$ cat config.mk
export PLATFORM = sky130hd
export DESIGN_NAME = floppy_motor_timeout_control
export DESIGN_NICKNAME = d
export VERILOG_FILES = /design/src/rtl/fmtc_pkg.sv /design/src/rtl/fmtc_front.sv /design/src/rtl/fmtc_cmd_queue.sv /design/src/rtl/fmtc_back.sv /design/src/rtl/floppy_motor_timeout_control.sv
export SDC_FILE = /design/constraint.sdc
export NUM_CORES = 1
export LEC_CHECK = 0
export ABC_CLOCK_PERIOD_IN_PS = 4080
export BUFFER_PORTS_ARGS = -buffer_cell sky130_fd_sc_hd__buf_4
export CAP_MARGIN = 40
export CORE_ASPECT_RATIO = 1.1
export CORE_MARGIN = 2
export CORE_UTILIZATION = 55
export CTS_CLUSTER_SIZE = 10
export DETAILED_ROUTE_END_ITERATION = 8
export PLACE_DENSITY = 0.76
export SLEW_MARGIN = 10
export SYNTH_ARGS = -nofsm -noshare
export SYNTH_HDL_FRONTEND = slang
export SYNTH_HIERARCHICAL = 1
export SYNTH_SLANG_ARGS = --single-unit
$ cat constraint.sdc
create_clock -name clk_i -period 4.08 [get_ports clk_i]
set_input_delay 0.408 -clock clk_i [delete_from_list [all_inputs] [get_ports clk_i]]
set_output_delay 0.408 -clock clk_i [all_outputs]
set_load 0.01 [all_outputs]
$ cat src/rtl/fmtc_pkg.sv
`timescale 1ns / 1ps
// ----------------------------------------------------------------------------
// fmtc_pkg
// Shared types, codes and constants of the floppy motor timeout control.
// ----------------------------------------------------------------------------
package fmtc_pkg;

  // Request codes as they arrive on the input channel
  typedef enum logic [2:0] {
    OP_TICK      = 3'd0,
    OP_MOTOR_ON  = 3'd1,
    OP_OFF_REQ   = 3'd2,
    OP_OFF_NOW   = 3'd3,
    OP_SELECT    = 3'd4,
    OP_RESET     = 3'd5,
    OP_ENABLE    = 3'd6
  } op_e;

  // Configuration register indexes
  localparam logic CFG_MOTOR_OFF_DELAY = 1'b0;
  localparam logic CFG_TICK_PRESCALE   = 1'b1;

  // Register reset values
  localparam logic [7:0] MOTOR_OFF_DELAY_RST = 8'd3;
  localparam logic [7:0] TICK_PRESCALE_RST   = 8'd16;

  // DOR constants
  localparam logic [7:0] DOR_RESET_VALUE  = 8'h0c;
  localparam logic [7:0] DOR_ENABLE_VALUE = 8'h1c;
  localparam logic [7:0] DOR_OFF_VALUE    = 8'h00;
  localparam logic [7:0] SELECT_KEEP_MASK = 8'hfc;
  localparam logic [7:0] MOTOR_KEEP_LOW   = 8'h0f;

  // Command queue depth between front and back
  localparam int QUEUE_DEPTH = 2;

  // Classified command
  typedef struct packed {
    op_e        op;
    logic [1:0] unit;
  } cmd_t;

  // Front to queue: one classified beat
  typedef struct packed {
    logic valid;
    cmd_t cmd;
  } cmd_enq_t;

  // Motor enable bit of a drive in the DOR
  function automatic logic [7:0] motor_bit(logic [1:0] unit);
    return 8'b0001_0000 << unit;
  endfunction

  // Shadow with one motor bit cleared
  function automatic logic [7:0] motor_clear(logic [7:0] dor, logic [1:0] unit);
    return dor & (~motor_bit(unit) | MOTOR_KEEP_LOW);
  endfunction

endpackage

$ cat src/rtl/fmtc_front.sv
`timescale 1ns / 1ps
// ----------------------------------------------------------------------------
// fmtc_front
// Accepts request beats, drops unused codes and out-of-range drives, and
// hands classified commands to the command queue.
// ----------------------------------------------------------------------------
module fmtc_front #(
  parameter int NUM_DRIVES = 4
) (
  input  logic                [2:0] req_type_i,
  input  logic                [1:0] drive_unit_i,
  input  logic                      push_i,
  input  logic                      q_full_i,
  output logic                      full_o,
  output fmtc_pkg::cmd_enq_t        enq_o
);

  logic unit_ok;
  logic keep;

  // Backpressure comes straight from the queue
  assign full_o  = q_full_i;
  assign unit_ok = (32'(drive_unit_i) < NUM_DRIVES);

  // Classify: drop the unused code and drive requests beyond the last drive
  always_comb begin
    keep = 1'b0;
    unique case (req_type_i)
      3'(fmtc_pkg::OP_TICK),
      3'(fmtc_pkg::OP_RESET),
      3'(fmtc_pkg::OP_ENABLE):     keep = 1'b1;
      3'(fmtc_pkg::OP_MOTOR_ON),
      3'(fmtc_pkg::OP_OFF_REQ),
      3'(fmtc_pkg::OP_OFF_NOW),
      3'(fmtc_pkg::OP_SELECT):     keep = unit_ok;
      default:                     keep = 1'b0;
    endcase
  end

  assign enq_o.valid    = push_i && !q_full_i && keep;
  assign enq_o.cmd.op   = fmtc_pkg::op_e'(req_type_i);
  assign enq_o.cmd.unit = drive_unit_i;

endmodule

$ cat src/rtl/fmtc_cmd_queue.sv
`timescale 1ns / 1ps
// ----------------------------------------------------------------------------
// fmtc_cmd_queue
// Short command queue that decouples the front from the back.
// ----------------------------------------------------------------------------
module fmtc_cmd_queue (
  input  logic                clk_i,
  input  logic                rst_ni,
  input  fmtc_pkg::cmd_enq_t  enq_i,
  input  logic                deq_i,
  output logic                full_o,
  output logic                valid_o,
  output fmtc_pkg::cmd_t      cmd_o
);

  localparam int Depth = fmtc_pkg::QUEUE_DEPTH;
  localparam int PtrW  = (Depth > 1) ? $clog2(Depth) : 1;
  localparam int CntW  = $clog2(Depth + 1);

  fmtc_pkg::cmd_t  mem_q [Depth];
  logic [PtrW-1:0] wr_ptr_q, rd_ptr_q;
  logic [CntW-1:0] count_q;
  logic            do_wr, do_rd;

  assign full_o  = (count_q == CntW'(Depth));
  assign valid_o = (count_q != '0);
  assign cmd_o   = mem_q[rd_ptr_q];
  assign do_wr   = enq_i.valid && !full_o;
  assign do_rd   = deq_i && valid_o;

  // Store the incoming beat
  always_ff @(posedge clk_i) begin
    if (do_wr) begin
      mem_q[wr_ptr_q] <= enq_i.cmd;
    end
  end

  // Advance pointers and fill count
  always_ff @(posedge clk_i or negedge rst_ni) begin
    if (!rst_ni) begin
      wr_ptr_q <= '0;
      rd_ptr_q <= '0;
      count_q  <= '0;
    end else begin
      if (do_wr) begin
        wr_ptr_q <= (32'(wr_ptr_q) == Depth - 1) ? '0 : wr_ptr_q + PtrW'(1);
      end
      if (do_rd) begin
        rd_ptr_q <= (32'(rd_ptr_q) == Depth - 1) ? '0 : rd_ptr_q + PtrW'(1);
      end
      if (do_wr && !do_rd) begin
        count_q <= count_q + CntW'(1);
      end else if (do_rd && !do_wr) begin
        count_q <= count_q - CntW'(1);
      end
    end
  end

endmodule

$ cat src/rtl/fmtc_back.sv
`timescale 1ns / 1ps
// ----------------------------------------------------------------------------
// fmtc_back
// Executes commands: keeps the DOR shadow, motor-off countdowns, request
// flags and tick prescaler; emits DOR write beats via an output register.
// A tick's motor-off writes drain one per cycle unless the output stalls.
// ----------------------------------------------------------------------------
module fmtc_back #(
  parameter int NUM_DRIVES = 4
) (
  input  logic                clk_i,
  input  logic                rst_ni,
  input  logic                cfg_we_i,
  input  logic                cfg_idx_i,
  input  logic          [7:0] cfg_wdata_i,
  input  logic                cmd_valid_i,
  input  fmtc_pkg::cmd_t      cmd_i,
  output logic                cmd_deq_o,
  input  logic                pop_i,
  output logic                empty_o,
  output logic          [7:0] dor_value_o,
  output logic                spin_up_o,
  output logic                last_o
);

  localparam logic ST_IDLE  = 1'b0;
  localparam logic ST_DRAIN = 1'b1;

  logic                  state_q, state_d;
  logic            [7:0] delay_q, prescale_q;
  logic            [7:0] dor_q, dor_d;
  logic            [7:0] presc_q, presc_d;
  logic            [7:0] cnt_q [NUM_DRIVES];
  logic            [7:0] cnt_d [NUM_DRIVES];
  logic [NUM_DRIVES-1:0] offreq_q, offreq_d;
  logic [NUM_DRIVES-1:0] mask_q, mask_d;
  logic                  out_valid_q, out_valid_d;
  logic            [7:0] out_dor_q, out_dor_d;
  logic                  out_spin_q, out_spin_d;
  logic                  out_last_q, out_last_d;
  logic                  out_free;
  logic                  found;

  assign empty_o     = !out_valid_q;
  assign dor_value_o = out_dor_q;
  assign spin_up_o   = out_spin_q;
  assign last_o      = out_last_q;
  assign out_free    = !out_valid_q || pop_i;

  // Command execution and drain sequencing
  always_comb begin
    state_d     = state_q;
    dor_d       = dor_q;
    presc_d     = presc_q;
    cnt_d       = cnt_q;
    offreq_d    = offreq_q;
    mask_d      = mask_q;
    out_valid_d = out_valid_q && !pop_i;
    out_dor_d   = out_dor_q;
    out_spin_d  = out_spin_q;
    out_last_d  = out_last_q;
    cmd_deq_o   = 1'b0;
    found       = 1'b0;

    unique case (state_q)
      ST_IDLE: begin
        if (cmd_valid_i && out_free) begin
          cmd_deq_o  = 1'b1;
          out_spin_d = 1'b0;
          out_last_d = 1'b1;
          unique case (cmd_i.op)
            fmtc_pkg::OP_TICK: begin
              if (presc_q == 8'd0) begin
                // Handled tick: count all flagged drives down at once
                presc_d = prescale_q;
                mask_d  = '0;
                for (int d = 0; d < NUM_DRIVES; d++) begin
                  if (offreq_q[d] && cnt_q[d] != 8'd0) begin
                    cnt_d[d] = cnt_q[d] - 8'd1;
                    if (cnt_q[d] == 8'd1) begin
                      mask_d[d] = 1'b1;
                    end
                  end
                end
                if (mask_d != '0) begin
                  state_d = ST_DRAIN;
                end
              end else begin
                presc_d = presc_q - 8'd1;
              end
            end
            fmtc_pkg::OP_MOTOR_ON: begin
              for (int d = 0; d < NUM_DRIVES; d++) begin
                if (cmd_i.unit == 2'(d)) begin
                  if (cnt_q[d] == 8'd0) begin
                    dor_d       = dor_q | fmtc_pkg::motor_bit(cmd_i.unit);
                    out_valid_d = 1'b1;
                    out_dor_d   = dor_d;
                    out_spin_d  = 1'b1;
                  end
                  offreq_d[d] = 1'b0;
                  cnt_d[d]    = delay_q;
                end
              end
            end
            fmtc_pkg::OP_OFF_REQ: begin
              for (int d = 0; d < NUM_DRIVES; d++) begin
                if (cmd_i.unit == 2'(d)) begin
                  offreq_d[d] = 1'b1;
                end
              end
            end
            fmtc_pkg::OP_OFF_NOW: begin
              dor_d       = fmtc_pkg::motor_clear(dor_q, cmd_i.unit);
              out_valid_d = 1'b1;
              out_dor_d   = dor_d;
            end
            fmtc_pkg::OP_SELECT: begin
              out_valid_d = 1'b1;
              out_dor_d   = (dor_q & fmtc_pkg::SELECT_KEEP_MASK) | {6'd0, cmd_i.unit};
            end
            fmtc_pkg::OP_RESET: begin
              dor_d       = fmtc_pkg::DOR_OFF_VALUE;
              out_valid_d = 1'b1;
              out_dor_d   = fmtc_pkg::DOR_OFF_VALUE;
            end
            fmtc_pkg::OP_ENABLE: begin
              dor_d       = fmtc_pkg::DOR_ENABLE_VALUE;
              out_valid_d = 1'b1;
              out_dor_d   = fmtc_pkg::DOR_ENABLE_VALUE;
            end
            default: begin
              cmd_deq_o = 1'b1;
            end
          endcase
        end
      end
      ST_DRAIN: begin
        // Switch off the lowest expired drive, one write per beat
        if (out_free) begin
          for (int d = 0; d < NUM_DRIVES; d++) begin
            if (!found && mask_q[d]) begin
              found     = 1'b1;
              mask_d[d] = 1'b0;
              dor_d     = fmtc_pkg::motor_clear(dor_q, 2'(d));
            end
          end
          out_valid_d = 1'b1;
          out_dor_d   = dor_d;
          out_spin_d  = 1'b0;
          out_last_d  = (mask_d == '0);
          if (mask_d == '0) begin
            state_d = ST_IDLE;
          end
        end
      end
      default: begin
        state_d = ST_IDLE;
      end
    endcase
  end

  // Configuration registers
  always_ff @(posedge clk_i or negedge rst_ni) begin
    if (!rst_ni) begin
      delay_q    <= fmtc_pkg::MOTOR_OFF_DELAY_RST;
      prescale_q <= fmtc_pkg::TICK_PRESCALE_RST;
    end else if (cfg_we_i) begin
      if (cfg_idx_i == fmtc_pkg::CFG_MOTOR_OFF_DELAY) begin
        delay_q <= cfg_wdata_i;
      end else if (cfg_idx_i == fmtc_pkg::CFG_TICK_PRESCALE) begin
        prescale_q <= cfg_wdata_i;
      end
    end
  end

  // Control state and timers
  always_ff @(posedge clk_i or negedge rst_ni) begin
    if (!rst_ni) begin
      state_q     <= ST_IDLE;
      dor_q       <= fmtc_pkg::DOR_RESET_VALUE;
      presc_q     <= 8'd0;
      offreq_q    <= '0;
      mask_q      <= '0;
      out_valid_q <= 1'b0;
      for (int d = 0; d < NUM_DRIVES; d++) begin
        cnt_q[d] <= 8'd0;
      end
    end else begin
      state_q     <= state_d;
      dor_q       <= dor_d;
      presc_q     <= presc_d;
      offreq_q    <= offreq_d;
      mask_q      <= mask_d;
      out_valid_q <= out_valid_d;
      cnt_q       <= cnt_d;
    end
  end

  // Output beat payload
  always_ff @(posedge clk_i) begin
    out_dor_q  <= out_dor_d;
    out_spin_q <= out_spin_d;
    out_last_q <= out_last_d;
  end

endmodule

$ cat src/rtl/floppy_motor_timeout_control.sv
`timescale 1ns / 1ps
// ----------------------------------------------------------------------------
// floppy_motor_timeout_control
// Floppy DOR shadow with per-drive motor-off timers.
// ----------------------------------------------------------------------------
// Input channel: push with req_type_i/drive_unit_i; a beat is taken when
// push is high and full is low. Unused codes and drives beyond
// NUM_DRIVES are taken and dropped.
// Result channel: while empty is low the oldest DOR write sits on
// dor_value_o/spin_up_o/last_o; pop takes it.
// Configuration: cfg_we_i writes cfg_wdata_i to register cfg_idx_i
// (0 motor-off delay, 1 tick prescale). The user writes only while idle;
// the block itself does not enforce it. An accepted request is stored in
// the command queue, and its DOR write, if any, in the output register.
// Throughput: one request per cycle while full is low; after a handled tick
// the back end drains one motor-off write per expiring drive, one at a time
// through its single output register. A two-entry command queue lets the
// front keep accepting while the back waits.
// When the receiver stalls, the output register holds, the back stops, the
// queue fills and full rises. Reset loads DOR shadow 0x0c, clears timers,
// flags and prescaler, and restores the register defaults.
// ----------------------------------------------------------------------------
module floppy_motor_timeout_control #(
  parameter int NUM_DRIVES = 4
) (
  input  logic       clk_i,
  input  logic       rst_ni,
  input  logic       cfg_we_i,
  input  logic       cfg_idx_i,
  input  logic [7:0] cfg_wdata_i,
  input  logic       push,
  output logic       full,
  input  logic [2:0] req_type_i,
  input  logic [1:0] drive_unit_i,
  output logic       empty,
  input  logic       pop,
  output logic [7:0] dor_value_o,
  output logic       spin_up_o,
  output logic       last_o
);

  fmtc_pkg::cmd_enq_t enq;
  fmtc_pkg::cmd_t     q_cmd;
  logic               q_full;
  logic               q_valid;
  logic               q_deq;

  // Classify incoming beats
  fmtc_front #(
    .NUM_DRIVES (NUM_DRIVES)
  ) u_front (
    .req_type_i   (req_type_i),
    .drive_unit_i (drive_unit_i),
    .push_i       (push),
    .q_full_i     (q_full),
    .full_o       (full),
    .enq_o        (enq)
  );

  // Buffer commands between front and back
  fmtc_cmd_queue u_queue (
    .clk_i   (clk_i),
    .rst_ni  (rst_ni),
    .enq_i   (enq),
    .deq_i   (q_deq),
    .full_o  (q_full),
    .valid_o (q_valid),
    .cmd_o   (q_cmd)
  );

  // Execute commands and emit DOR writes
  fmtc_back #(
    .NUM_DRIVES (NUM_DRIVES)
  ) u_back (
    .clk_i       (clk_i),
    .rst_ni      (rst_ni),
    .cfg_we_i    (cfg_we_i),
    .cfg_idx_i   (cfg_idx_i),
    .cfg_wdata_i (cfg_wdata_i),
    .cmd_valid_i (q_valid),
    .cmd_i       (q_cmd),
    .cmd_deq_o   (q_deq),
    .pop_i       (pop),
    .empty_o     (empty),
    .dor_value_o (dor_value_o),
    .spin_up_o   (spin_up_o),
    .last_o      (last_o)
  );

endmodule
==> reports/summary.txt <==
run status -> finished, final reports clean
crit end category -> flip-flop
buffer depth of the longest clock path -> 2
H-tree depth -> 3
layout cell share with drive strength beyond 1 -> 14.8%
hold_buf cts -> 1
routed vias -> 4720
Worst Hold Class -> input port to flip-flop
CP Class -> flip-flop to flip-flop
Avg WL per Cell -> 18.5 um
Final nets -> 639
Synth async-reset ratio -> 78.9%
Hold Startpoint -> drive_unit_i[1]
total gr overflow -> 0
Total GRT Usage -> 26.0%
final setup fails -> 0
worst path arrival time -> 3290 ps
final total power -> 4.35 mW
drt via density -> 6.47
post-route ant nets -> 0
post-synthesis cell count -> 595
Main synth FF type -> dfrtp_1
clock power share -> 14.2%
minimum clock period -> 3040 ps
Fillers -> 830
Tightest Pin Transition -> 947 ps
largest net degree at the start of global routing -> 66
die height -> 110 um
Yosys cell types -> 76
Final Max Slew Viols -> 0
Synth Area per Inst -> 9.42 um2
worst setup margin -> 1040 ps
post-synth top area share -> 31.7%
R2R Path Start -> u_queue/rd_ptr_q
power density over the cells -> 715 mW/mm2
post-DP HPWL -> 9600 um
drc violations -> 0
first-pass GRT wire length -> 22300 um
ANT cells -> 0
DIE AREA -> 0.0110 mm2
RSZ-0062 raised after global routing -> no
Core Area -> 0.00989 mm2
IO Count -> 31
Leakage -> 2.48 nW
Internal Power -> 2.46 mW
drt first-iter violations -> 395
Post-CTS Resized -> 0
fin crit share -> 74.6%
Layout Utilization -> 61.5%
Achievable Freq -> 0.329 GHz
max cap viols -> 0
CTS buffer count -> 9
Final Skew -> 16.2 ps
DRT Pass-1 Iters -> 7
Post-CTS Repair Setup Buffers -> 0
Starting Density -> 56.7%
largest cells by area after synthesis -> dfrtp_1 (32%), edfxtp_1 (11%), o21ai_0 (5.0%), nor2_1 (3.8%), mux2_2 (3.4%)
synth-to-layout area growth -> 8.53%
Setup TNS -> 0 ps
count of input and output buffers -> 30
FF-to-FF path depth -> 5
hold path cells -> 1
most frequent cells in the layout -> dfrtp_1 (71), nor2_1 (57), o21ai_0 (56), buf_4 (38), a21oi_1 (37)
Routed WL -> 13500 um
FF-to-FF End -> u_back/cnt_q[16]
Net Count, Synth -> 629
latest clock arrival within the worst-skew pair -> 370 ps
peak supply drop -> 0.299 mV
number of antenna violations at the first check in global routing -> 0
FF-to-FF setup slack -> 1040 ps
row count -> 38
max_slew headroom -> 36.4%
CTS Sinks -> 95
Sw Ratio -> 43.5%
clk root buf -> clkbuf_8
Comb pwr share -> 47.1%
synthesized flop and latch total -> 95
CP Launch Type -> flip-flop
EDFF count, synth -> 20
Fin. Hold Viols -> 0
GPL Wtd Cong -> 0.973
CTS tree -> built
post-synth top area cell -> dfrtp_1
sequential power share -> 38.7%
post-synth design cell area -> 0.00561 mm2
Die W -> 100 um
Hold EP -> u_queue/mem_q[1][1]
NetSw -> 1.89 mW
vias in the first global route -> 4448
Worst Path Required -> 4330 ps
most common cell after layout, fill and taps aside -> dfrtp_1
Worst-path clk slew -> 90 ps
Ys Warns -> 6
Seq/Total Area, Yosys -> 44.3%
DP Worst Slack -> 1080 ps
critical-path maximum fanout -> 18
[flip-flops by register name, summed over array words and instances (netlist names), 4 cells and up]
register,flops
u_back/cnt_q,32
u_queue/mem_q,10
u_back/delay_q,8
u_back/dor_value_o,8
u_back/presc_q,8
u_back/prescale_q,8
u_back/dor_q,5
u_back/mask_q,4
u_back/offreq_q,4
[Yosys cell counts (6+ instances only)]
| cell | count |
|---|---|
| and3_1 | 7 |
| clkbuf_1 | 23 |
| ha_1 | 15 |
| o21ai_0 | 56 |
| a211oi_1 | 6 |
| nor4_1 | 12 |
| o211ai_1 | 6 |
| dfrtp_1 | 71 |
| nand2_1 | 29 |
| mux2_2 | 17 |
| buf_4 | 7 |
| and2_1 | 6 |
| buf_2 | 10 |
| nand2b_1 | 10 |
| or3_1 | 6 |
| a31oi_1 | 14 |
| nand3_1 | 19 |
| nor3_1 | 19 |
| a21oi_1 | 37 |
| edfxtp_1 | 20 |
| o31ai_1 | 12 |
| inv_1 | 23 |
| nor2_1 | 57 |
[layer usage]
metal / global-route usage, % / part of all wire (%) / up-vias
li1: - / - / 2227
met1: 34.5 / 43 / 2264
met2: 42.5 / 48 / 195
met3: 2.73 / 5.4 / 34
met4: 13.0 / 3.7 / 0
met5: 0 / 0 / -
[power groups by stage]
stage / logic, mW / clock network, mW / registers [mW]
floorplan: 1.56 / 0 / 1.60
global placement: 1.96 / 0 / 1.68
detailed placement: 2.01 / 0 / 1.69
CTS: 2.03 / 0.639 / 1.67
global route: 2.29 / 0.671 / 1.73
finish: 2.05 / 0.617 / 1.68
[metrics by stage]
stage          cell area (um2)  instances  hold WS, ps
2_1_floorplan             5610        595          112
3_3_place_gp              5850        712          478
3_5_place_dp              5870        713          272
4_1_cts                   6080        730          209
5_1_grt                   6080        730          210
6_report                  6080        730          220
[kinds of logic after synthesis]
family	synth area share, %
XOR/XNOR	1.09
flip-flops	44.3
multiplexers	5.04
AO/OA/AOI/OAI	22.2
buffers and inverters	5.11
adder cells (fa/ha/maj)	3.53
AND/OR/NAND/NOR	18.8
[critical path, stage by stage (launching register included)]
cell and delay, ps:
dfrtp_1 480, mux2_1 610, or3b_1 720, o221a_2 500, and2_1 280, a211o_1 320
[worst max-delay path by stage]
stage                                 from                    end  cells after the start
after CTS                 u_queue/rd_ptr_q       u_back/cnt_q[16]                      5
after global routing      u_queue/rd_ptr_q       u_back/cnt_q[16]                      5
final                     u_queue/rd_ptr_q       u_back/cnt_q[16]                      5
after detailed placement  u_queue/rd_ptr_q       u_back/cnt_q[16]                      5
after floorplan           u_queue/rd_ptr_q  u_back/dor_value_o[0]                      7
after global placement    u_queue/rd_ptr_q       u_back/cnt_q[16]                      5
[final cells by class]
| cell class | instances | area [um2] | share of cell area (%) |
|---|---|---|---|
| clock inverters | 5 | 36.3 | 0.596 |
| well taps | 120 | 150 | 2.47 |
| clock buffers | 11 | 163 | 2.67 |
| flip-flops and latches | 95 | 2480 | 40.8 |
| multi-input cells | 436 | 2840 | 46.7 |
| inverters | 23 | 86.3 | 1.42 |
| repair buffers | 40 | 323 | 5.31 |
Power figures use the tool's default switching activity.
